[src/rtl/core/jrg_pkg.sv]
// jrg_pkg: shared widths, constants and beat types of the jacobi rotation generator
// no dependencies; used by every file under rtl/core
package jrg_pkg;

	localparam int IN_W      = 32;             // input field width
	localparam int OUT_W     = 32;             // cosine / sine width
	localparam int OUT_FRAC  = 30;             // fraction bits of cosine / sine
	localparam int THR_W     = 16;             // zero_threshold width
	localparam int APB_DW    = 32;             // apb data width
	localparam int APB_AW    = 3;              // apb address width

	localparam int DIFF_W    = IN_W + 1;       // diagonal difference, doubled off-diagonal
	localparam int NORM_W    = IN_W - 1;       // operands after normalization
	localparam int SQ_W      = 2 * NORM_W;     // one square
	localparam int SUM_W     = SQ_W + 1;       // sum of two squares
	localparam int SQ1_ROOT  = (SUM_W + 1) / 2;
	localparam int DEN1_W    = SQ1_ROOT + 1;   // |d| plus root
	localparam int T_W       = OUT_FRAC + 1;   // t, at most one
	localparam int NUM_W     = NORM_W + OUT_FRAC;
	localparam int ARG_W     = 2 * OUT_FRAC + 2;
	localparam int SQ2_ROOT  = ARG_W / 2;
	localparam int C_W       = OUT_FRAC + 1;   // cosine magnitude, at most one

	localparam logic [T_W-1:0]   T_ONE   = T_W'(1) << OUT_FRAC;
	localparam logic [ARG_W-1:0] ONE_SQ  = ARG_W'(1) << (2 * OUT_FRAC);
	localparam logic [NUM_W-1:0] NUM_ONE = NUM_W'(1) << (2 * OUT_FRAC);

	// register map, word index
	localparam logic [0:0] REG_ZERO_THRESHOLD = 1'b0;
	localparam logic [THR_W-1:0] THR_RESET = THR_W'(1);

	typedef struct packed {
		logic signed [IN_W-1:0] diag_first;
		logic signed [IN_W-1:0] diag_second;
		logic signed [IN_W-1:0] off_diag;
	} in_beat_t;

	typedef struct packed {
		logic signed [OUT_W-1:0] cosine;
		logic signed [OUT_W-1:0] sine;
		logic                    was_skipped;
	} out_beat_t;

endpackage

[src/rtl/core/jrg_isqrt_pipe.sv]
// jrg_isqrt_pipe: floor square root, one root bit per pipeline stage
// depends on jrg_pkg for default widths
module jrg_isqrt_pipe #(
	parameter int ROOT_W = jrg_pkg::SQ1_ROOT,
	parameter int SIDE_W = 1
) (
	input  logic                clk,
	input  logic                arst_n,
	input  logic                en,
	input  logic                in_valid,
	input  logic [2*ROOT_W-1:0] radicand,
	input  logic [SIDE_W-1:0]   side_in,
	output logic                out_valid,
	output logic [ROOT_W-1:0]   root,
	output logic [SIDE_W-1:0]   side_out
);

	localparam int X_W   = 2 * ROOT_W;
	localparam int REM_W = ROOT_W + 2;

	logic              vld_s  [ROOT_W];
	logic [REM_W-1:0]  rem_s  [ROOT_W];
	logic [ROOT_W-1:0] root_s [ROOT_W];
	logic [X_W-1:0]    x_s    [ROOT_W];
	logic [SIDE_W-1:0] side_s [ROOT_W];

	logic [REM_W-1:0]  rem_nx  [ROOT_W];
	logic [ROOT_W-1:0] root_nx [ROOT_W];
	logic [X_W-1:0]    x_nx    [ROOT_W];

	always_comb begin
		logic [REM_W-1:0]  rem_cur;
		logic [ROOT_W-1:0] root_cur;
		logic [X_W-1:0]    x_cur;
		logic [REM_W-1:0]  shifted;
		logic [REM_W-1:0]  trial;
		for (int k = 0; k < ROOT_W; k++) begin
			if (k == 0) begin
				rem_cur  = '0;
				root_cur = '0;
				x_cur    = radicand;
			end else begin
				rem_cur  = rem_s[k-1];
				root_cur = root_s[k-1];
				x_cur    = x_s[k-1];
			end
			// bring down two radicand bits, try root*4+1
			shifted = {rem_cur[ROOT_W-1:0], x_cur[X_W-1 -: 2]};
			trial   = {root_cur, 2'b01};
			if (shifted >= trial) begin
				rem_nx[k]  = shifted - trial;
				root_nx[k] = {root_cur[ROOT_W-2:0], 1'b1};
			end else begin
				rem_nx[k]  = shifted;
				root_nx[k] = {root_cur[ROOT_W-2:0], 1'b0};
			end
			x_nx[k] = {x_cur[X_W-3:0], 2'b00};
		end
	end

	always_ff @(posedge clk or negedge arst_n) begin
		if (!arst_n) begin
			for (int k = 0; k < ROOT_W; k++) vld_s[k] <= 1'b0;
		end else if (en) begin
			vld_s[0] <= in_valid;
			for (int k = 1; k < ROOT_W; k++) vld_s[k] <= vld_s[k-1];
		end
	end

	always_ff @(posedge clk) begin
		if (en) begin
			for (int k = 0; k < ROOT_W; k++) begin
				rem_s[k]  <= rem_nx[k];
				root_s[k] <= root_nx[k];
				x_s[k]    <= x_nx[k];
			end
			side_s[0] <= side_in;
			for (int k = 1; k < ROOT_W; k++) side_s[k] <= side_s[k-1];
		end
	end

	assign out_valid = vld_s[ROOT_W-1];
	assign root      = root_s[ROOT_W-1];
	assign side_out  = side_s[ROOT_W-1];

endmodule

[config.mk]
export PLATFORM = sky130hd
export DESIGN_NAME = jrg_isqrt_pipe
export DESIGN_NICKNAME = d
export VERILOG_FILES = /design/src/rtl/core/jrg_pkg.sv /design/src/rtl/core/jrg_isqrt_pipe.sv
export SDC_FILE = /design/constraint.sdc
export NUM_CORES = 2
export LEC_CHECK = 0
export BUFFER_PORTS_ARGS = -buffer_cell sky130_fd_sc_hd__buf_2
export CORE_UTILIZATION = 64
export DETAILED_ROUTE_END_ITERATION = 10
export PLACE_DENSITY = 0.87
export REMOVE_ABC_BUFFERS = 1
export SLEW_MARGIN = 20
export SYNTH_ARGS = -nofsm -noshare
export SYNTH_HDL_FRONTEND = slang
export SYNTH_MEMORY_MAX_BITS = 65536
export SYNTH_SLANG_ARGS = --single-unit
[constraint.sdc]
create_clock -name clk -period 4.7 [get_ports clk]
set_clock_uncertainty 0.05 [all_clocks]
set_input_delay 0.235 -clock clk [delete_from_list [all_inputs] [get_ports clk]]
set_output_delay 0.235 -clock clk [all_outputs]
set_load 0.02 [all_outputs]
======== Word-level counts from Yosys, hierarchy flattened ========
Memory sizes are Yosys's and may differ from the RTL's.
Cells that the tools add are included.
operators by class
  add/subtract/negate cells ............... 32
  magnitude comparators ................... 32
  multiplexer cells ....................... 66
operator list
  operator               number
  $mux W34               32
  $ge A34 B34 Y1         31
  $sub A34 B34 Y34       31
  $mux W1                34
  $sub A2 B1 Y3 const B  1
  $ge A2 B1 Y1 const B   1
word-level totals
  register bits after elaboration ......... 32
  bits in writable memories ............... 4128
  output and inout bits ................... 34
  memories ................................ 4
memory list
  name    depth  width  rd ports  clocked after memory_dff  wr ports  line                  source
  x_s     32     62     31        0                         32        jrg_isqrt_pipe.sv:24  logic [X_W-1:0] x_s [ROOT_W];
  rem_s   32     34     31        0                         32        jrg_isqrt_pipe.sv:22  logic [REM_W-1:0] rem_s [ROOT_W];
  root_s  32     32     32        0                         32        jrg_isqrt_pipe.sv:23  logic [ROOT_W-1:0] root_s [ROOT_W];
  side_s  32     1      32        0                         32        jrg_isqrt_pipe.sv:25  logic [SIDE_W-1:0] side_s [ROOT_W];

======== Longest topological paths before layout ========
An unclocked memory read counts as a cell.
  word-level depth ........................ 3
  gate-level depth with buffers ........... 14
  depth with buffers taken out ............ 13

======== Worst setup path after synthesis ========
Ideal clock, no wire load.
  kind .................................... register -> register
  start ................................... memory rem_s[1][451] in the netlist's numbering
  end ..................................... memory rem_s[1][501] in the netlist's numbering, data pin
  library setup time ...................... 260 ps
  arrival time ............................ 3124 ps
  slack ................................... 1266 ps
  cell stages (with the launch flop) ...... 12
  period minus slack after synthesis ...... 3434 ps
  cell sequence ........................... edfxtp_1 > ha_1 > a21o_1 > a21o_1 > a21o_1 > a221o_1 > a21oi_1 > o31a_1 > o21ai_0 > o21ai_1 > clkbuf_1 > mux2_2
RTL lines
  element      line
  from (decl)  jrg_isqrt_pipe.sv:22

==> reports/qor.csv <==
stage;metric;value;unit
global_routing;antenna violations before repair;1;
power_and_ir_drop;PD cells;501.0;nW/µm²
timing;RSZ-0062 raised after global routing;false;
floorplan;Initial Util;0.6460;
setup_path;number of cells on the worst reg-to-reg path;11;
setup_path;R2R setup slack;420;ps
power_and_ir_drop;total power;65510;µW
detailed_routing;Iteration-0 DRC Markers;6842;
yosys;number of synthesized flops with an enable pin;2497;
detailed_routing;detail-routed via count per cell;6.130;
timing;final hold viol count;0;
global_routing;Overflow after GRT;0;
yosys;Syn Std Cell Area;117000;µm²
setup_path;RR Endpoint;rem_s[0][127];
yosys;register area share after synthesis;0.6477;
setup_path;kind of critical path;reg -> reg;
timing;WHS;51.71;ps
setup_path;Data arrival, critical path;4890;ps
finish;most frequent cells in the layout;edfxtp_1 (2497), inv_1 (714), nand2_1 (614);
finish;# diodes;0;
power_and_ir_drop;worst vdd ir;0.4018;mV
yosys;Post-Syn Area per Cell;13.07;µm²
floorplan;# rows;156;
detailed_routing;Antenna Nets Post-Route;0;
detailed_routing;DRC;0;
timing;Relative slew margins;0.2416;
finish;# nets final;10030;
timing;Slew @ Worst Pin;1138;ps
worst_hold_path;Hold Path Class;in -> reg;
setup_path;worst-path maximum fanout;11;
finish;share of layout cells above drive strength 1;0.08381;
cts;CTS Buf Count;276;
yosys;Ys Warns;0;
timing;final setup margin;419.6;ps
floorplan;Die Width;429.6;µm
floorplan;DIE HEIGHT;429.6;µm
timing;max-slew violations;0;
detailed_routing;routed wire length per instance;21.65;µm
cts;Reg clk slew, reported paths;70;ps
finish;Final Non-Filler Cells;11960;
power_and_ir_drop;combinational share of power;0.216;
power_and_ir_drop;Sequential Power Share;0.469;
cts;CTS Sinks;2529;
timing;FMAX;0.2336;GHz
floorplan;IO Pins;103;
cts;H-Tree Depth;5;
timing;crit share post-route;0.9107;
timing;Tmin final;4280;ps
setup_path;crit path to;rem_s[0][127];
power_and_ir_drop;Sw Share;0.2851;
setup_path;CP Launch Point;rem_s[0][76];
finish;Area Growth Syn to Fin;11.75;%
setup_path;reg-to-reg startpoint;rem_s[0][76];
detailed_routing;via count;73340;
cts;root buffer cell;clkbuf_16;
detailed_routing;DRT Wirelength;259000;µm
placed_design;dpl ws;683.6;ps
placed_design;Inst Count DP;11360;
yosys;Synth cell types;90;
global_routing;vias in the first global route;72900;
floorplan;die footprint;184500;µm²
flow_run;max cap viols;0;
cts;CTS resizes;0;
outcome;status;finished, final reports clean;
timing;setup TNS;0;ps
placed_design;Placer Congestion;0.9407;
cts;CTS tree;built;
power_and_ir_drop;leakage;0.05043;µW
power_and_ir_drop;Clk pwr share;0.315;
cts;clock latency on the worst-skew pair;910;ps
power_and_ir_drop;switching power;18680;µW
yosys;FF+latch count, synth;2529;
yosys;top_reg_cell synth;edfxtp_1;
placed_design;Port-buffer cells;102;
timing;number of setup violations in the final report;0;
setup_path;CP Capture Type;flip-flop;
global_routing;first-pass GRT wire length;403000;µm
yosys;Async SR Flop Fraction;0.01265;
global_routing;maximum number of pins on one net before global-route repair;172;
yosys;cells after synthesis;8950;
global_routing;Tot GR Track Use;0.2777;
finish;commonest non-fill, non-tap cell in the layout;edfxtp_1;
power_and_ir_drop;internal power;46830;µW
setup_path;CP required;5310;ps
floorplan;core area;181100;µm²
detailed_routing;DRT Pass-1 Iters;7;
setup_path;CP startpoint kind;flip-flop;
placed_design;Final HPWL DP;173300;µm
cts;CTS Buffer Depth;4;
## metrics by stage
stage	cell area (µm²)	utilization
after CTS	130800	0.7219
after global routing	130800	0.7219
after global placement	120900	0.6674
after detailed placement	120900	0.6674
after floorplan	116400	-
final	130800	0.7219
## worst min path at each step
stage	from	to	slack [ps]	cells past startpoint
6_report	radicand[3]	x_s[0][3]	50	2
5_1_grt	radicand[3]	x_s[0][3]	20	2
4_1_cts	radicand[3]	x_s[0][3]	10	2
3_5_place_dp	arst_n	vld_s[30]	270	1
3_3_place_gp	arst_n	vld_s[31]	230	1
2_1_floorplan	arst_n	out_valid	-110	0
## layer usage
metal  vias to the layer above  routed length [µm]  track usage  part of all wire
li1                      34090                   -            -                 -
met1                     35510              104900       0.3583              0.41
met2                      3017              127700       0.4735              0.49
met3                       721               15360      0.03814             0.059
met4                         0               11090       0.1174             0.043
met5                         -                   0            0                 0
## cell type report
cell class | count | area, µm²
Timing Repair Buffer | 327 | 2798
Inverter | 719 | 2699
Multi-Input combinational cell | 5551 | 38000
Fill cell | 11260 | 50380
Clock inverter | 132 | 1239
Sequential cell | 2529 | 75780
Tap cell | 2370 | 2965
Clock buffer | 335 | 7264
## synthesized netlist by cell type (38+ instances only)
master / number / share of area
a211oi_1: 50 / 0.0032
a21o_1: 236 / 0.015
a21oi_1: 523 / 0.022
a31oi_1: 40 / 0.0021
and3_1: 61 / 0.0033
clkbuf_1: 129 / 0.0041
edfxtp_1: 2497 / 0.64
ha_1: 561 / 0.060
inv_1: 714 / 0.023
mux2_2: 144 / 0.014
nand2_1: 614 / 0.020
nand2b_1: 104 / 0.0056
nand3_1: 139 / 0.0059
nand4_1: 91 / 0.0049
nor2_1: 510 / 0.016
nor2b_1: 90 / 0.0048
nor3_1: 210 / 0.0090
nor4_1: 108 / 0.0058
o211ai_1: 39 / 0.0025
o21a_1: 106 / 0.0068
o21ai_0: 494 / 0.021
o21bai_1: 38 / 0.0024
o31ai_1: 66 / 0.0042
or2_2: 48 / 0.0026
or3_1: 96 / 0.0051
or4_1: 54 / 0.0035
xnor2_1: 392 / 0.029
xor2_1: 391 / 0.029
## worst max-delay path: stages (launching register included)
cell and delay [ps]:
edfxtp_1 470, or4_1 570, or4_1 520, nor4b_1 650, and3_1 290, nor2b_1 300
inv_1 280, nand4_1 310, nor4_1 150, nand2_1 200, nor3_1 90, xor2_1 140
## power by group through the flow
stage | combinational [µW] | clock, µW | sequential, µW
floorplan | 10200 | 0 | 30100
global placement | 13200 | 0 | 31000
detailed placement | 13600 | 0 | 31000
CTS | 13900 | 21000 | 30700
global route | 15500 | 21800 | 30900
finish | 14100 | 20700 | 30700
## what timing repair did
action	in CTS	in global routing
buffers inserted	0	0
hold buffers	134	0
endpoints found under the hold margin	154	0
## registers in the layout, summed over array words and instances, names as in the netlist
name,cells
x_s,992
rem_s,945
root_s,528
side_s,32
vld_s,31
out_valid,1
## logic make-up (layout without fill, tap and decap cells)
| family | count (synthesis) | count (layout) | share of synthesized area |
|---|---|---|---|
| AO/OA/AOI/OAI | 1796 | 1796 | 0.09500 |
| XOR/XNOR | 783 | 783 | 0.05861 |
| adder cells (fa/ha/maj) | 561 | 561 | 0.05999 |
| buffers and inverters | 870 | 1513 | 0.02812 |
| flip-flops | 2529 | 2529 | 0.6477 |
| multiplexers | 154 | 154 | 0.01471 |
| other | 1 | 1 | 0.00003205 |
| AND/OR/NAND/NOR | 2256 | 2256 | 0.09584 |
No activity file was read; power rests on OpenSTA's default activity.
