## src/rtl/core/jrg_pkg.sv

```systemverilog
// jrg_pkg: shared widths, constants and beat types of the jacobi rotation generator
// no dependencies; used by every file under rtl/core
package jrg_pkg;

	localparam int IN_W      = 32;             // input field width
	localparam int OUT_W     = 32;             // cosine / sine width
	localparam int OUT_FRAC  = 30;             // fraction bits of cosine / sine
	localparam int THR_W     = 16;             // zero_threshold width
	localparam int APB_DW    = 32;             // apb data width
	localparam int APB_AW    = 3;              // apb address width

	localparam int DIFF_W    = IN_W + 1;       // diagonal difference, doubled off-diagonal
	localparam int NORM_W    = IN_W - 1;       // operands after normalization
	localparam int SQ_W      = 2 * NORM_W;     // one square
	localparam int SUM_W     = SQ_W + 1;       // sum of two squares
	localparam int SQ1_ROOT  = (SUM_W + 1) / 2;
	localparam int DEN1_W    = SQ1_ROOT + 1;   // |d| plus root
	localparam int T_W       = OUT_FRAC + 1;   // t, at most one
	localparam int NUM_W     = NORM_W + OUT_FRAC;
	localparam int ARG_W     = 2 * OUT_FRAC + 2;
	localparam int SQ2_ROOT  = ARG_W / 2;
	localparam int C_W       = OUT_FRAC + 1;   // cosine magnitude, at most one

	localparam logic [T_W-1:0]   T_ONE   = T_W'(1) << OUT_FRAC;
	localparam logic [ARG_W-1:0] ONE_SQ  = ARG_W'(1) << (2 * OUT_FRAC);
	localparam logic [NUM_W-1:0] NUM_ONE = NUM_W'(1) << (2 * OUT_FRAC);

	// register map, word index
	localparam logic [0:0] REG_ZERO_THRESHOLD = 1'b0;
	localparam logic [THR_W-1:0] THR_RESET = THR_W'(1);

	typedef struct packed {
		logic signed [IN_W-1:0] diag_first;
		logic signed [IN_W-1:0] diag_second;
		logic signed [IN_W-1:0] off_diag;
	} in_beat_t;

	typedef struct packed {
		logic signed [OUT_W-1:0] cosine;
		logic signed [OUT_W-1:0] sine;
		logic                    was_skipped;
	} out_beat_t;

endpackage

```

## src/rtl/core/jrg_div_pipe.sv

```systemverilog
// jrg_div_pipe: restoring unsigned divider, one quotient bit per pipeline stage
// depends on jrg_pkg for default widths; quotient must fit in QUO_W bits
module jrg_div_pipe #(
	parameter int NUM_W  = jrg_pkg::NUM_W,
	parameter int DEN_W  = jrg_pkg::DEN1_W,
	parameter int QUO_W  = jrg_pkg::T_W,
	parameter int SIDE_W = 1
) (
	input  logic              clk,
	input  logic              arst_n,
	input  logic              en,
	input  logic              in_valid,
	input  logic [NUM_W-1:0]  dividend,
	input  logic [DEN_W-1:0]  divisor,
	input  logic [SIDE_W-1:0] side_in,
	output logic              out_valid,
	output logic [QUO_W-1:0]  quotient,
	output logic [SIDE_W-1:0] side_out
);

	logic              vld_s  [QUO_W];
	logic [DEN_W-1:0]  rem_s  [QUO_W];
	logic [DEN_W-1:0]  den_s  [QUO_W];
	logic [QUO_W-1:0]  low_s  [QUO_W];
	logic [QUO_W-1:0]  quo_s  [QUO_W];
	logic [SIDE_W-1:0] side_s [QUO_W];

	logic [DEN_W-1:0] rem_nx [QUO_W];
	logic [QUO_W-1:0] low_nx [QUO_W];
	logic [QUO_W-1:0] quo_nx [QUO_W];

	always_comb begin
		logic [DEN_W-1:0] rem_cur;
		logic [DEN_W-1:0] den_cur;
		logic [QUO_W-1:0] low_cur;
		logic [QUO_W-1:0] quo_cur;
		logic [DEN_W:0]   shifted;
		for (int k = 0; k < QUO_W; k++) begin
			if (k == 0) begin
				// upper dividend bits start below the divisor
				rem_cur = DEN_W'(dividend[NUM_W-1:QUO_W]);
				den_cur = divisor;
				low_cur = dividend[QUO_W-1:0];
				quo_cur = '0;
			end else begin
				rem_cur = rem_s[k-1];
				den_cur = den_s[k-1];
				low_cur = low_s[k-1];
				quo_cur = quo_s[k-1];
			end
			shifted = {rem_cur, low_cur[QUO_W-1]};
			if (shifted >= {1'b0, den_cur}) begin
				rem_nx[k] = DEN_W'(shifted - {1'b0, den_cur});
				quo_nx[k] = {quo_cur[QUO_W-2:0], 1'b1};
			end else begin
				rem_nx[k] = DEN_W'(shifted);
				quo_nx[k] = {quo_cur[QUO_W-2:0], 1'b0};
			end
			low_nx[k] = {low_cur[QUO_W-2:0], 1'b0};
		end
	end

	always_ff @(posedge clk or negedge arst_n) begin
		if (!arst_n) begin
			for (int k = 0; k < QUO_W; k++) vld_s[k] <= 1'b0;
		end else if (en) begin
			vld_s[0] <= in_valid;
			for (int k = 1; k < QUO_W; k++) vld_s[k] <= vld_s[k-1];
		end
	end

	always_ff @(posedge clk) begin
		if (en) begin
			for (int k = 0; k < QUO_W; k++) begin
				rem_s[k] <= rem_nx[k];
				low_s[k] <= low_nx[k];
				quo_s[k] <= quo_nx[k];
			end
			den_s[0]  <= divisor;
			side_s[0] <= side_in;
			for (int k = 1; k < QUO_W; k++) begin
				den_s[k]  <= den_s[k-1];
				side_s[k] <= side_s[k-1];
			end
		end
	end

	assign out_valid = vld_s[QUO_W-1];
	assign quotient  = quo_s[QUO_W-1];
	assign side_out  = side_s[QUO_W-1];

endmodule

```

## config.mk

```make
export PLATFORM = sky130hd
export DESIGN_NAME = jrg_div_pipe
export DESIGN_NICKNAME = d
export VERILOG_FILES = /design/src/rtl/core/jrg_pkg.sv /design/src/rtl/core/jrg_div_pipe.sv
export SDC_FILE = /design/constraint.sdc
export NUM_CORES = 2
export LEC_CHECK = 0
export BUFFER_PORTS_ARGS = -buffer_cell sky130_fd_sc_hd__buf_2
export CAP_MARGIN = 20
export CORE_ASPECT_RATIO = 1.5
export CORE_MARGIN = 2
export CORE_UTILIZATION = 45
export CTS_CLUSTER_SIZE = 14
export DETAILED_ROUTE_END_ITERATION = 12
export GPL_TIMING_DRIVEN = 0
export HOLD_SLACK_MARGIN = 0.02
export SETUP_SLACK_MARGIN = 0.1
export SYNTH_ARGS = -nofsm -noshare
export SYNTH_HDL_FRONTEND = slang
export SYNTH_SLANG_ARGS = --single-unit
```

## constraint.sdc

```tcl
create_clock -name clk -period 5.4 [get_ports clk]
set_clock_uncertainty 0.1 [all_clocks]
set_input_delay 0.27 -clock clk [delete_from_list [all_inputs] [get_ports clk]]
set_output_delay 0.27 -clock clk [all_outputs]
set_load 0.02 [all_outputs]
```

Word-level counts from Yosys, hierarchy flattened
Memory sizes are Yosys's and may differ from the RTL's.
Index checks and enable logic that the tools add are counted.
{"block": "op_classes", "mux": 64, "add_sub_neg": 31, "order_cmp": 31}
{"op": "33-bit 2-to-1 mux", "n": 31}
{"op": "34-bit by 33-bit greater-or-equal comparator with 1-bit output", "n": 30}
{"op": "33-bit subtractor", "n": 30}
{"op": "31-bit by 33-bit greater-or-equal comparator with 1-bit output", "n": 1}
{"op": "1-bit 2-to-1 mux", "n": 33}
{"op": "31-bit by 33-bit subtractor with 33-bit output", "n": 1}
{"block": "word_totals", "ramBits": 3968, "mem_count": 5, "register_bits": 31, "elab_cells": 162}
{"memory": "den_s", "words": 31, "word_bits": 33, "read_ports": 30, "rd_clocked_by_memory_dff": 0, "wr": 31, "line": "jrg_div_pipe.sv:23", "text": "logic [DEN_W-1:0] den_s [QUO_W];"}
{"memory": "rem_s", "words": 31, "word_bits": 33, "read_ports": 30, "rd_clocked_by_memory_dff": 0, "wr": 31, "line": "jrg_div_pipe.sv:22", "text": "logic [DEN_W-1:0] rem_s [QUO_W];"}
{"memory": "quo_s", "words": 31, "word_bits": 31, "read_ports": 31, "rd_clocked_by_memory_dff": 0, "wr": 31, "line": "jrg_div_pipe.sv:25", "text": "logic [QUO_W-1:0] quo_s [QUO_W];"}
{"memory": "low_s", "words": 31, "word_bits": 30, "read_ports": 30, "rd_clocked_by_memory_dff": 0, "wr": 31, "line": "jrg_div_pipe.sv:24", "text": "logic [QUO_W-1:0] low_s [QUO_W];"}
{"memory": "side_s", "words": 31, "word_bits": 1, "read_ports": 31, "rd_clocked_by_memory_dff": 0, "wr": 31, "line": "jrg_div_pipe.sv:26", "text": "logic [SIDE_W-1:0] side_s [QUO_W];"}

Logic depth before layout (Yosys ltp)
An unclocked memory read counts as a cell.
{"block": "depth", "word_depth": 3, "ltp_mapped": 17}

Worst setup path before layout
OpenSTA, ideal clock, no wires.
{"block": "synth_timing", "kind": "reg2reg", "start": "memory low_s[1][329] in the netlist's numbering", "end": "memory rem_s[1][387] in the netlist's numbering (data pin)", "synth_period_minus_slack_ns": 3.971, "t_required_ns": 5.040, "arrival_time_ns": 3.611, "path_stages_with_launch": 17, "slack_ns": 1.429, "path_cell_list": "edfxtp_1 inv_1 ha_1 inv_1 fa_1 a21oi_1 o21ai_1 a21oi_1 o211a_1 a31oi_1 a21oi_1 o21bai_1 a211o_1 a221o_1 a211oi_4 buf_6 mux2_2"}
{"item": "from (decl)", "line": "jrg_div_pipe.sv:24"}
{"item": "to (decl)", "line": "jrg_div_pipe.sv:22"}

==> reports/qor.yml <==
grt_start_max_net_pins: 193
grt_pass1_vias: 102537
synth.distinct_cells: 101
dp_hpwl_mm: 309
final_cell_mix: "edfxtp_1, inv_1, a21oi_1, ha_1, nand2_1"
max_freq_ghz: 0.189
critPathRequiredTime_ns: 5.94
area_delta_synth_final_pct: 12.5
antenna_found_initial: 16
wl_per_cell_um: 22.3
wl_met2_mm: 219
layout_commonest_cell: "edfxtp_1"
num_vias: 98033
power_density_nw_per_um2: 606
crit_arrival_ns: 5.84
netlist_top_cells_area: "edfxtp_1, ha_1, a21oi_1"
ys_async_sr_fraction_pct: 1.03
fin_total_pwr_mw: 105
hold_class: "in2reg"
detail-route-antenna-nets: 0
synth_area_um2: 154000
finalMaxSlewViolations: 0
clk_pin_slew_worst_paths_ns: 0.06
critPathSlowestCell: "o311ai_0"
wl_met3_mm: 10.4
rows: 262
drc_errors: 0
regToRegSetupSlack_ns: 0.15
tightestPinTransition_ns: 1.35
relSlewSlack_pct: 9.60
yosysTopAreaCell: "edfxtp_1"
m1WireLength_mm: 136
grt_pass1_wl_mm: 596
ys_warn_count: 0
synth-main-ff-cell: "edfxtp_1"
vias_per_cell: 5.47
wl_mm: 399
power.leakage_nw: 69.5
start_util_pct: 45.2
ys_seq_area_share_pct: 58.6
drt_first_pass_iters: 6
dieArea_um2: 346000
cts_buffer_depth: 4
maxCapViolations: 0
max_stage_delay_ns: 0.92
clk_latency_ns: 0.93
root_buffer: "clkbuf_16"
crit_fanout: 10
ir_drop_v: 0.000300
cp-start-kind: "input port"
crit_chain: "dlygate4sd3_1 -> buf_2 -> ha_1 -> nand3_1 -> o21bai_1 -> a21oi_1 -> o311ai_0 -> nand3_1 -> a41oi_1 -> o21ai_0 -> nand2_1 -> a31oi_1 -> clkbuf_4 -> mux2_2 -> dlygate4sd3_1"
fin_crit_sh_pct: 98.2
ys_ff_latch: 3003
hold_viol: 0
rsz0062_at_grt: "false"
end_kind: "flop"
drtIter0Drc: 5507
status: "completed"
crit_type: "in2reg"
drive_gt1_share_pct: 9.19
timing.final.ws_setup_ns: 0.0984
fp.dieH_um: 719
fin_nets: 14343
avgSynthCellArea_um2: 12.3
cts_sinks: 3003
core_area_um2: 340000
gp_congestion: 0.985
min_period_ns: 5.30
cts_buffers: 316
dr.max_layer_used: "met4"
setup_viol: 0
h-tree-depth: 5
synth_edf_count: 2972
place_ws_ns: -1.45
grt.total_usage_pct: 22.6
ioPinCount: 132
die_w_um: 481
grt-ovfl-total: 0
synthCells: 12517
port_buffers: 131
cts_tree: "done"
synth_top_area_share_pct: 58.1
synth_nets: 13667
==> timing repair <==
| item | CTS | global route |
|---|---|---|
| hold buffers | 176 | 0 |
| hold endpoints to repair | 275 | 0 |
| pin swaps | 3 | 2 |
| endpoints found under the setup margin | 307 | 162 |
| gates cloned | 0 | 0 |
| gates resized for setup | 47 | 36 |
| buffers inserted | 10 | 6 |
==> worst max-delay path: cells and delay by family <==
family / cells / cell delay, ns
adders and majority gates: 1 / 0.33
and+or+nand+nor: 3 / 0.75
muxes: 1 / 0.33
AOI/OAI and AO/OA: 6 / 2.54
buffers and inverters: 4 / 1.58
==> synthesized netlist by cell type, types with 91 or more instances <==
cell,instances
a21oi_1,1045
nor3_1,115
nand2_1,772
nand2b_1,121
nor2b_1,128
o21bai_1,142
xnor2_1,523
edfxtp_1,2972
nor2_1,644
ha_1,1021
a21o_1,544
o21a_1,127
nand3_1,181
inv_1,1307
a31oi_1,91
mux2_2,365
xor2_1,326
clkbuf_1,178
nand4_1,125
o21ai_0,707
==> worst paths after layout <==
kind,from,to,cells past startpoint
min in group asynchronous,arst_n,vld_s[1]$_DFFE_PN0P_,4
min,divisor[31],rem_s[0][31]$_SDFFCE_PN0P_,3
max in group asynchronous,arst_n,vld_s[20]$_DFFE_PN0P_,4
max,dividend[34],rem_s[0][2]$_DFFE_PP_,15
min reg2reg,quo_s[0][217]$_DFFE_PP_,quo_s[0][249]$_DFFE_PP_,0
max reg2reg,low_s[0][329]$_DFFE_PP_,rem_s[0][393]$_DFFE_PP_,16
==> flip-flops by register name, indices dropped and copies added, names as in the netlist <==
register   flops
rem_s        990
out_valid      1
low_s        465
quo_s        496
den_s        990
side_s        31
vld_s         30
==> layer usage <==
metal | vias to the layer above | GRT usage [%]
li1 | 47429 | -
met1 | 47653 | 21.5
met2 | 1936 | 44.0
met3 | 1015 | 2.36
met4 | 0 | 16.7
met5 | - | 0
==> cell type report <==
| type | count | area, um2 |
|---|---|---|
| antenna | 15 | 37.5 |
| fill | 29357 | 167000 |
| buffer | 251 | 1180 |
| tap | 4488 | 5620 |
| multi-input combinational | 7955 | 57700 |
| sequential | 3003 | 90000 |
| timing repair buffer | 358 | 3280 |
| clock inverter | 168 | 1710 |
| clock buffer | 373 | 8230 |
| inverter | 1308 | 4910 |
==> stage by stage <==
step | TNS [ns] | std cells | hold WS, ns | instance area (um2) | util, %
finish | 0 | 17919 | 0.111 | 173000 | 50.9
global route | 0 | 17913 | 0.0972 | 173000 | 50.9
CTS | 0 | 17898 | 0.0433 | 173000 | 50.8
detailed placement | -79.56 | 17171 | 0.253 | 161000 | 47.3
global placement | - | 17136 | 0.223 | 160000 | 47.1
floorplan | 0 | 12517 | -0.126 | 154000 | -
==> power breakdown <==
group / leakage (nW) / internal [mW] / switching, mW
sequential: 29.4 / 33.5 / 3.43
combinational: 35.2 / 19.3 / 27.1
clock: 4.83 / 12.1 / 9.12
total: 69.5 / 64.9 / 39.7
==> kinds of logic after synthesis <==
kind of cell	synth area share [%]
AOI/OAI and AO/OA	13.2
xor gates and xnor gates	4.84
adders and majority gates	8.71
buffers and inverters	3.92
DFF	58.6
muxes	3.45
and+or+nand+nor	7.26
No activity file was read; power rests on OpenSTA's default activity.
